File: config.mk
export PLATFORM = sky130hd
export DESIGN_NAME = command_ring_reserve_commit_unit_flat
export DESIGN_NICKNAME = d
export VERILOG_FILES = /design/src/rtl/crrc_pkg.sv /design/src/rtl/crrc_if.sv /design/src/rtl/crrc_eval.sv /design/src/rtl/command_ring_reserve_commit_unit.sv /design/src/flat_wrapper.sv
export SDC_FILE = /design/constraint.sdc
export NUM_CORES = 1
export LEC_CHECK = 0
export BUFFER_PORTS_ARGS = -buffer_cell sky130_fd_sc_hd__buf_2
export CORE_ASPECT_RATIO = 0.6
export CORE_MARGIN = 4
export CORE_UTILIZATION = 50
export DETAILED_ROUTE_END_ITERATION = 6
export GPL_TIMING_DRIVEN = 0
export PLACE_DENSITY = 0.7
export SLEW_MARGIN = 0
export SYNTH_ARGS = -nofsm -noshare
export SYNTH_HDL_FRONTEND = slang
export SYNTH_SLANG_ARGS = --single-unit
File: constraint.sdc
create_clock -name clk_i -period 9.3 [get_ports clk_i]
set_input_delay 0 -clock clk_i [delete_from_list [all_inputs] [get_ports clk_i]]
set_output_delay 0 -clock clk_i [all_outputs]
set_load 0.02 [all_outputs]
File: src/rtl/crrc_pkg.sv
// shared types and constants for the command ring reserve/commit unit
// no dependencies; used by the interfaces, imported by crrc_eval and the top level
`timescale 1ns / 1ps

package crrc_pkg;

  localparam int PTR_W        = 23;
  localparam int CNT_W        = 17;
  localparam int OP_W         = 2;
  localparam int ST_W         = 3;
  localparam int CFG_IDX_W    = 2;
  localparam int CFG_DATA_W   = 23;
  // signed working width for the free-space and fit tests
  localparam int SW           = PTR_W + 3;
  localparam int BOUNCE_BYTES = 65536;

  localparam logic [PTR_W-1:0] RING_LOW_RST  = '0;
  localparam logic [PTR_W-1:0] RING_HIGH_RST = PTR_W'(4194304);

  localparam logic [CFG_IDX_W-1:0] CFG_RING_LOW  = 2'd0;
  localparam logic [CFG_IDX_W-1:0] CFG_RING_HIGH = 2'd1;
  localparam logic [CFG_IDX_W-1:0] CFG_RES_CAP   = 2'd2;

  // spare opcode is consumed without a result
  typedef enum logic [OP_W-1:0] {
    OP_INIT    = 2'd0,
    OP_RESERVE = 2'd1,
    OP_COMMIT  = 2'd2,
    OP_SPARE   = 2'd3
  } op_e;

  typedef enum logic [ST_W-1:0] {
    ST_IN_PLACE  = 3'd0,
    ST_BOUNCE    = 3'd1,
    ST_FULL      = 3'd2,
    ST_TOO_LARGE = 3'd3,
    ST_UNALIGNED = 3'd4,
    ST_PENDING   = 3'd5,
    ST_NO_RES    = 3'd6,
    ST_DONE      = 3'd7
  } status_e;

  typedef struct packed {
    logic [PTR_W-1:0] ring_low;
    logic [PTR_W-1:0] ring_high;
    logic             reserve_capable;
  } cfg_t;

  typedef struct packed {
    logic [PTR_W-1:0] wptr;
    logic [CNT_W-1:0] pend;
    logic             bounce;
  } state_t;

  typedef struct packed {
    logic [OP_W-1:0]  opcode;
    logic [PTR_W-1:0] byte_count;
    logic [PTR_W-1:0] stop_offset;
  } cmd_t;

  typedef struct packed {
    status_e          status;
    logic [PTR_W-1:0] place_offset;
    logic [CNT_W-1:0] first_chunk;
    logic [CNT_W-1:0] second_chunk;
    logic [CNT_W-1:0] reserved_publish;
    logic [PTR_W-1:0] write_offset;
  } res_t;

endpackage

File: src/rtl/crrc_if.sv
// valid/ready channel interfaces: command beats, result beats, register writes
// depends on crrc_pkg for field widths
`timescale 1ns / 1ps

interface crrc_cmd_if;
  logic                        valid;
  logic                        ready;
  logic [crrc_pkg::OP_W-1:0]   opcode;
  logic [crrc_pkg::PTR_W-1:0]  byte_count;
  logic [crrc_pkg::PTR_W-1:0]  stop_offset;
  modport source (output valid, opcode, byte_count, stop_offset, input ready);
  modport sink   (input valid, opcode, byte_count, stop_offset, output ready);
endinterface

interface crrc_res_if;
  logic                        valid;
  logic                        ready;
  logic [crrc_pkg::ST_W-1:0]   status;
  logic [crrc_pkg::PTR_W-1:0]  place_offset;
  logic [crrc_pkg::CNT_W-1:0]  first_chunk;
  logic [crrc_pkg::CNT_W-1:0]  second_chunk;
  logic [crrc_pkg::CNT_W-1:0]  reserved_publish;
  logic [crrc_pkg::PTR_W-1:0]  write_offset;
  modport source (output valid, status, place_offset, first_chunk, second_chunk,
                  reserved_publish, write_offset, input ready);
  modport sink   (input valid, status, place_offset, first_chunk, second_chunk,
                  reserved_publish, write_offset, output ready);
endinterface

interface crrc_cfg_if;
  logic                             valid;
  logic                             ready;
  logic [crrc_pkg::CFG_IDX_W-1:0]   index;
  logic [crrc_pkg::CFG_DATA_W-1:0]  data;
  modport source (output valid, index, data, input ready);
  modport sink   (input valid, index, data, output ready);
endinterface

File: src/rtl/crrc_eval.sv
// single-pass evaluation of one command against the ring state
// depends on crrc_pkg; pure combinational, used by the top level
`timescale 1ns / 1ps

module crrc_eval (
  input  crrc_pkg::cfg_t   cfg_i,
  input  crrc_pkg::state_t state_i,
  input  crrc_pkg::cmd_t   cmd_i,
  output crrc_pkg::state_t state_o,
  output crrc_pkg::res_t   res_o
);
  import crrc_pkg::*;

  logic signed [SW-1:0] lo_s, hi_s, nx_s, sp_s, b_s;
  logic signed [SW-1:0] span_s, end_s, gap_s;
  logic                 too_large, unaligned, fits, full, wraps_back;
  logic [CNT_W-1:0]     rbytes, cbytes, first;
  logic [PTR_W-1:0]     room;
  logic [PTR_W:0]       adv, adv_wrap;

  assign lo_s = $signed({{(SW-PTR_W){1'b0}}, cfg_i.ring_low});
  assign hi_s = $signed({{(SW-PTR_W){1'b0}}, cfg_i.ring_high});
  assign nx_s = $signed({{(SW-PTR_W){1'b0}}, state_i.wptr});
  assign sp_s = $signed({{(SW-PTR_W){1'b0}}, cmd_i.stop_offset});
  assign b_s  = $signed({{(SW-PTR_W){1'b0}}, cmd_i.byte_count});

  assign span_s = hi_s - lo_s;
  assign end_s  = nx_s + b_s;
  assign gap_s  = (hi_s - nx_s) + (sp_s - lo_s);

  assign too_large = (cmd_i.byte_count > PTR_W'(BOUNCE_BYTES)) || (b_s > span_s);
  assign unaligned = |cmd_i.byte_count[1:0];
  assign rbytes    = cmd_i.byte_count[CNT_W-1:0];

  // write offset at or past the consumer: room up to the end plus from the start
  always_comb begin
    if (nx_s >= sp_s) begin
      fits = (end_s < hi_s) || ((end_s == hi_s) && (sp_s > lo_s));
      full = !fits && (gap_s <= b_s);
    end else begin
      fits = end_s < sp_s;
      full = !fits;
    end
  end

  // commit length saturates to the reservation
  assign cbytes = (cmd_i.byte_count > {{(PTR_W-CNT_W){1'b0}}, state_i.pend})
                  ? state_i.pend : cmd_i.byte_count[CNT_W-1:0];
  assign room   = (cfg_i.ring_high > state_i.wptr) ? (cfg_i.ring_high - state_i.wptr) : '0;
  assign first  = ({{(PTR_W-CNT_W){1'b0}}, cbytes} < room) ? cbytes : room[CNT_W-1:0];

  assign adv        = {1'b0, state_i.wptr} + {{(PTR_W+1-CNT_W){1'b0}}, cbytes};
  assign wraps_back = adv >= {1'b0, cfg_i.ring_high};
  assign adv_wrap   = adv - {1'b0, cfg_i.ring_high} + {1'b0, cfg_i.ring_low};

  always_comb begin
    state_o              = state_i;
    res_o.status         = ST_DONE;
    res_o.place_offset   = '0;
    res_o.first_chunk    = '0;
    res_o.second_chunk   = '0;
    res_o.reserved_publish = '0;
    unique case (op_e'(cmd_i.opcode))
      OP_INIT: begin
        state_o.wptr   = cfg_i.ring_low;
        state_o.pend   = '0;
        state_o.bounce = 1'b0;
      end
      OP_RESERVE: begin
        priority if (too_large) begin
          res_o.status = ST_TOO_LARGE;
        end else if (unaligned) begin
          res_o.status = ST_UNALIGNED;
        end else if (state_i.pend != '0) begin
          res_o.status = ST_PENDING;
        end else if (full) begin
          res_o.status = ST_FULL;
        end else if (fits && (cfg_i.reserve_capable || rbytes <= CNT_W'(4))) begin
          state_o.pend           = rbytes;
          state_o.bounce         = 1'b0;
          res_o.status           = ST_IN_PLACE;
          res_o.place_offset     = state_i.wptr;
          res_o.reserved_publish = cfg_i.reserve_capable ? rbytes : '0;
        end else begin
          state_o.pend       = rbytes;
          state_o.bounce     = 1'b1;
          res_o.status       = ST_BOUNCE;
          res_o.place_offset = state_i.wptr;
        end
      end
      OP_COMMIT: begin
        priority if (unaligned) begin
          res_o.status = ST_UNALIGNED;
        end else if (state_i.pend == '0) begin
          res_o.status = ST_NO_RES;
        end else begin
          state_o.pend       = '0;
          state_o.wptr       = wraps_back ? adv_wrap[PTR_W-1:0] : adv[PTR_W-1:0];
          res_o.place_offset = state_i.wptr;
          if (state_i.bounce) begin
            res_o.first_chunk  = first;
            res_o.second_chunk = cbytes - first;
          end
        end
      end
      default: begin
        state_o = state_i;
      end
    endcase
    res_o.write_offset = state_o.wptr;
  end

endmodule

File: src/rtl/command_ring_reserve_commit_unit.sv
// top level of the command ring reserve/commit unit: channels, registers, state
// depends on crrc_pkg, the interfaces in crrc_if.sv and crrc_eval
`timescale 1ns / 1ps

// Producer side of a circular command ring between ring_low and ring_high.
// Init, reserve and commit beats arrive on cmd_i; each gives one result beat
// on res_o, in order, and opcode 3 is consumed without a result. The unit
// takes one command every cycle while res_o does not stall: a command beat is
// captured in an input register, evaluated against the write pointer and
// reservation in a single pass, and the result lands in an output register.
// The state update happens in that same evaluation step, which keeps dependent
// commands correct back to back. Back-pressure on res_o holds the evaluation
// stage; cmd_i keeps taking a beat while a result waits if the input register
// is free. Register writes on cfg_i are always taken and must only arrive
// while no command is in flight.
module command_ring_reserve_commit_unit (
  input  logic       clk_i,
  input  logic       rst_ni,
  crrc_cmd_if.sink   cmd_i,
  crrc_res_if.source res_o,
  crrc_cfg_if.sink   cfg_i
);
  import crrc_pkg::*;

  cfg_t   cfg_q;
  state_t state_q, state_d;
  cmd_t   s1_cmd_q;
  logic   s1_valid_q;
  res_t   res_q, res_d;
  logic   out_valid_q;
  logic   s1_has_res, out_free, s1_adv, in_fire;

  assign cfg_i.ready = 1'b1;

  always_ff @(posedge clk_i or negedge rst_ni) begin
    if (!rst_ni) begin
      cfg_q.ring_low        <= RING_LOW_RST;
      cfg_q.ring_high       <= RING_HIGH_RST;
      cfg_q.reserve_capable <= 1'b1;
    end else if (cfg_i.valid) begin
      if (cfg_i.index == CFG_RING_LOW)  cfg_q.ring_low  <= cfg_i.data[PTR_W-1:0];
      if (cfg_i.index == CFG_RING_HIGH) cfg_q.ring_high <= cfg_i.data[PTR_W-1:0];
      if (cfg_i.index == CFG_RES_CAP)   cfg_q.reserve_capable <= cfg_i.data[0];
    end
  end

  assign s1_has_res  = s1_cmd_q.opcode != OP_SPARE;
  assign out_free    = !out_valid_q || res_o.ready;
  assign s1_adv      = s1_valid_q && (!s1_has_res || out_free);
  assign cmd_i.ready = !s1_valid_q || s1_adv;
  assign in_fire     = cmd_i.valid && cmd_i.ready;

  always_ff @(posedge clk_i or negedge rst_ni) begin
    if (!rst_ni) begin
      s1_valid_q <= 1'b0;
    end else if (cmd_i.ready) begin
      s1_valid_q <= cmd_i.valid;
    end
  end

  always_ff @(posedge clk_i) begin
    if (in_fire) begin
      s1_cmd_q.opcode      <= cmd_i.opcode;
      s1_cmd_q.byte_count  <= cmd_i.byte_count;
      s1_cmd_q.stop_offset <= cmd_i.stop_offset;
    end
  end

  crrc_eval u_eval (
    .cfg_i   (cfg_q),
    .state_i (state_q),
    .cmd_i   (s1_cmd_q),
    .state_o (state_d),
    .res_o   (res_d)
  );

  always_ff @(posedge clk_i or negedge rst_ni) begin
    if (!rst_ni) begin
      state_q <= '0;
    end else if (s1_adv) begin
      state_q <= state_d;
    end
  end

  always_ff @(posedge clk_i or negedge rst_ni) begin
    if (!rst_ni) begin
      out_valid_q <= 1'b0;
    end else if (s1_adv && s1_has_res) begin
      out_valid_q <= 1'b1;
    end else if (res_o.ready) begin
      out_valid_q <= 1'b0;
    end
  end

  always_ff @(posedge clk_i) begin
    if (s1_adv && s1_has_res) begin
      res_q <= res_d;
    end
  end

  assign res_o.valid            = out_valid_q;
  assign res_o.status           = res_q.status;
  assign res_o.place_offset     = res_q.place_offset;
  assign res_o.first_chunk      = res_q.first_chunk;
  assign res_o.second_chunk     = res_q.second_chunk;
  assign res_o.reserved_publish = res_q.reserved_publish;
  assign res_o.write_offset     = res_q.write_offset;

`ifndef NO_ASSERTIONS
  // a reservation never exceeds the bounce buffer
  a_pend_bound: assert property (@(posedge clk_i) disable iff (!rst_ni)
    state_q.pend <= CNT_W'(BOUNCE_BYTES))
    else $error("reservation larger than bounce buffer");

  // ring state only moves when the evaluation stage advances
  a_state_hold: assert property (@(posedge clk_i) disable iff (!rst_ni)
    !s1_adv |=> $stable(state_q))
    else $error("ring state changed without a command");

  // error and full answers leave the state untouched
  a_err_no_change: assert property (@(posedge clk_i) disable iff (!rst_ni)
    s1_adv && s1_has_res && (res_d.status == ST_FULL || res_d.status == ST_TOO_LARGE ||
      res_d.status == ST_UNALIGNED || res_d.status == ST_PENDING ||
      res_d.status == ST_NO_RES) |=> $stable(state_q))
    else $error("state changed on an error answer");

  // chunks only come with a completed commit
  a_chunk_done: assert property (@(posedge clk_i) disable iff (!rst_ni)
    out_valid_q && (res_q.first_chunk != '0 || res_q.second_chunk != '0)
      |-> res_q.status == ST_DONE)
    else $error("copy chunks on a non-commit result");
`endif

endmodule

File: src/flat_wrapper.sv
// flat-port wrapper written by rule: the top's interface ports become plain ports
module command_ring_reserve_commit_unit_flat import crrc_pkg::*;
  (clk_i, rst_ni, cmd_i_valid, cmd_i_opcode, cmd_i_byte_count, cmd_i_stop_offset, cmd_i_ready, res_o_valid, res_o_status, res_o_place_offset, res_o_first_chunk, res_o_second_chunk, res_o_reserved_publish, res_o_write_offset, res_o_ready, cfg_i_valid, cfg_i_index, cfg_i_data, cfg_i_ready);
  crrc_cmd_if cmd_i_i ();
  crrc_res_if res_o_i ();
  crrc_cfg_if cfg_i_i ();
  input  logic clk_i;
  input  logic rst_ni;
  input wire logic [$bits(cmd_i_i.valid)-1:0] cmd_i_valid;
  input wire logic [$bits(cmd_i_i.opcode)-1:0] cmd_i_opcode;
  input wire logic [$bits(cmd_i_i.byte_count)-1:0] cmd_i_byte_count;
  input wire logic [$bits(cmd_i_i.stop_offset)-1:0] cmd_i_stop_offset;
  output wire logic [$bits(cmd_i_i.ready)-1:0] cmd_i_ready;
  output wire logic [$bits(res_o_i.valid)-1:0] res_o_valid;
  output wire logic [$bits(res_o_i.status)-1:0] res_o_status;
  output wire logic [$bits(res_o_i.place_offset)-1:0] res_o_place_offset;
  output wire logic [$bits(res_o_i.first_chunk)-1:0] res_o_first_chunk;
  output wire logic [$bits(res_o_i.second_chunk)-1:0] res_o_second_chunk;
  output wire logic [$bits(res_o_i.reserved_publish)-1:0] res_o_reserved_publish;
  output wire logic [$bits(res_o_i.write_offset)-1:0] res_o_write_offset;
  input wire logic [$bits(res_o_i.ready)-1:0] res_o_ready;
  input wire logic [$bits(cfg_i_i.valid)-1:0] cfg_i_valid;
  input wire logic [$bits(cfg_i_i.index)-1:0] cfg_i_index;
  input wire logic [$bits(cfg_i_i.data)-1:0] cfg_i_data;
  output wire logic [$bits(cfg_i_i.ready)-1:0] cfg_i_ready;
  assign cmd_i_i.valid = cmd_i_valid;
  assign cmd_i_i.opcode = cmd_i_opcode;
  assign cmd_i_i.byte_count = cmd_i_byte_count;
  assign cmd_i_i.stop_offset = cmd_i_stop_offset;
  assign cmd_i_ready = cmd_i_i.ready;
  assign res_o_valid = res_o_i.valid;
  assign res_o_status = res_o_i.status;
  assign res_o_place_offset = res_o_i.place_offset;
  assign res_o_first_chunk = res_o_i.first_chunk;
  assign res_o_second_chunk = res_o_i.second_chunk;
  assign res_o_reserved_publish = res_o_i.reserved_publish;
  assign res_o_write_offset = res_o_i.write_offset;
  assign res_o_i.ready = res_o_ready;
  assign cfg_i_i.valid = cfg_i_valid;
  assign cfg_i_i.index = cfg_i_index;
  assign cfg_i_i.data = cfg_i_data;
  assign cfg_i_ready = cfg_i_i.ready;
  command_ring_reserve_commit_unit u_core (.clk_i(clk_i), .rst_ni(rst_ni), .cmd_i(cmd_i_i), .res_o(res_o_i), .cfg_i(cfg_i_i));
endmodule
==> results.yml <==
die:
  die_h_um: 172.1
  coreArea_mm2: 0.04385
  dieArea_mm2: 0.04844
  die_x_um: 281.5
  io_pins: 181
  rows: 59
  start_util: 0.5117
route:
  avgRoutedWirePerCell_um: 26.35
  num_vias: 21320
  drtAntennaViolNets: 0
  firstDrtPassIters: 5
  drtIter0Drc: 2439
  finalWirelength_um: 88490
  via_per_inst: 6.347
  drc: 0
sta:
  rsz0062_at_grt: "no"
  post-route-period-util: 0.9777
  worst_slack_ps: 207.3
  relSlewSlack: -0.03212
  drv_slew: 11
  fin_skew_ps: 21.88
  whs_ps: -9.509
  worst_pin_slew_ps: 1532
  period_minus_slack_ps: 9093
  setup-violations-final: 0
  fmax_ghz: 0.1100
  hold_viol_final: 2
synth:
  syn_avg_cell_area_um2: 9.147
  ys_ff_latch: 238
  syn_area_mm2: 0.02244
  synth_edf_count: 148
  netlist.area_leader.share: 0.1981
  synth.area.top_cells: "edfxtp_1, ha_1, dfrtp_1"
  async_flop_share: 0.3782
  yosysSeqAreaShare: 0.2986
  syn-instance-count: 2453
  synth.largest_area_cell: "edfxtp_1"
  synth_top_flop_cell: "edfxtp_1"
  synth.distinct_cells: 85
  yosysWarnings: 0
pwr:
  p_leak_nw: 11.82
  irDropWorstVdd_mv: 0.3498
  power.density_mw_per_mm2: 379.5
placement:
  portBuffers: 179
  dp_hpwl_um: 73050
  dp_slack_ps: -105.9
  gp_congestion: 1.044
status:
  violations: "hold timing, capacitance limit, slew limit"
  status: "finished with violations"
final_layout:
  utilization: 0.5929
  mostFrequentLayoutCells: "ha_1, nand2_1, inv_1, buf_2, a21oi_1"
  n_fill_cell: 3791
  fin_nets: 3215
  diodes: 0
  drive_gt1_frac: 0.1187
  area_delta_synth_final_pct: 15.88
  mostFrequentLayoutCell: "ha_1"
worst_setup_path:
  arrival_ps: 9370
  crit_slowest_cell: "o21ai_0"
  worstSetupPathType: "reg -> reg"
  crit_path_end_kind: "flip-flop"
  critPathLaunchType: "flip-flop"
  cp.required_ps: 9570
  max_stage_delay_ps: 1170
  crit_path_max_fanout: 10
clock_tree:
  cts_buffer_depth: 3
  cts_made_buffers: 25
  cts.reportedPaths.clkPinSlew_ps: 70
  clockRootBuffer: "clkbuf_16"
  clk_latency_ps: 590
  cts_tree: "done"
  cts_max_level: 1
  cts_sinks: 238
global_route:
  grt_usage: 0.3580
  overflow: 0
  grt_pass1_vias: 20010
  antenna_found_initial: 1
  grt_first_pass_wirelength_um: 128300
  grt_start_max_net_pins: 49
hold_path:
  hold_path_class: "in -> async"
run:
  cap_violations: 3
metrics by stage:
stage               std cells  power (mW)  setup TNS, ps  instance area [um2]
CTS                      3349       9.593              0                25900
detailed placement       3220       8.440         -145.2                24210
floorplan                2454       6.448              0                22440
global route             3359       10.58              0                26000
finish                   3359       9.868              0                26000
global placement         3212       8.281          -4029                24060
synthesized netlist by cell type (22+ instances only):
master    instances
nand2_1         210
o21ai_0         175
mux2_2           42
inv_1           203
nor3_1           32
ha_1            347
a21o_1           95
or3_1            22
nand3_1          43
nand2b_1         37
xnor2_1          99
clkbuf_1         40
nor2b_1          26
a22oi_1          32
xor2_1           43
fa_1             29
nand4_1          38
dfrtp_1          88
o21bai_1         22
nor2_1          144
o21a_1           38
a21oi_1         184
edfxtp_1        148
and2_1           26
layer usage:
metal	wire, um	global-route usage	share of wire
met4	2421	0.08649	0.027
met2	32840	0.4783	0.37
met5	57	0	0.00064
met1	40410	0.5264	0.46
met3	12770	0.1545	0.14
critical path, delay by kind of cell, from the launching register on:
family	cells	cell delay (ps)
compound gates	16	4650
simple gates	6	1330
fa+ha+maj	3	1150
flops	1	600
buf+inv	2	560
xor+xnor	1	470
layout make-up:
cell class / count / area (um2) / area share
tap: 579 / 724.4 / 0.02786
buffer: 51 / 226.5 / 0.008710
inverter: 203 / 762.0 / 0.02931
clock inverter: 13 / 166.4 / 0.006400
sequential: 238 / 6700 / 0.2577
multi-input combinational: 1962 / 14810 / 0.5696
timing repair buffer: 280 / 1924 / 0.07401
clock buffer: 33 / 685.7 / 0.02637
power by group:
group	switching [mW]	total, mW	leakage (nW)	internal [mW]
Clock	0.471	1.08	0.408	0.607
Combinational	4.34	7.19	8.85	2.85
Sequential	0.312	1.59	2.56	1.28
path summary, 6_finish.rpt:
kind / start / endpoint / slack [ps] / cells after the start
setup / recovery: u_core.s1_cmd_q[39] / u_core.res_o.write_offset[17] / 210 / 28
hold / removal: rst_ni / u_core.state_q[19] / -10 / 2
setup reg to reg: u_core.s1_cmd_q[39] / u_core.res_o.write_offset[17] / 210 / 28
hold reg to reg: u_core.state_q[7] / u_core.state_q[7] / 520 / 2
max in group asynchronous: rst_ni / u_core.state_q[12] / 8570 / 3
min in group clk_i: cmd_i_stop_offset[7] / u_core.s1_cmd_q[7] / 130 / 2
logic make-up after synthesis:
kind of cell,share of synthesized area
compound gates,0.2111
simple gates,0.1424
fa+ha+maj,0.2194
buf+inv,0.04394
flops,0.2986
xor+xnor,0.05543
mux,0.02888
other cells,0.0003347
flip-flops by register name (all words and copies together) (netlist names):
name                           count
u_core.res_o.reserved_publish     17
u_core.s1_cmd_q                   48
u_core.res_o.write_offset         23
u_core.res_o.second_chunk         17
u_core.s1_valid_q                  1
u_core.state_q                    41
u_core.res_o.status                3
u_core.cfg_q                      47
u_core.res_o.valid                 1
u_core.res_o.first_chunk          17
u_core.res_o.place_offset         23
repair_timing:
action                                  CTS  global route
endpoints found under the setup margin    3            36
cloned                                    0             0
gates resized for setup                   1            15
hold buffers                             83             0
endpoints found under the hold margin   186             0
setup buffers                             0             8
(Power assumes the default switching activity.)
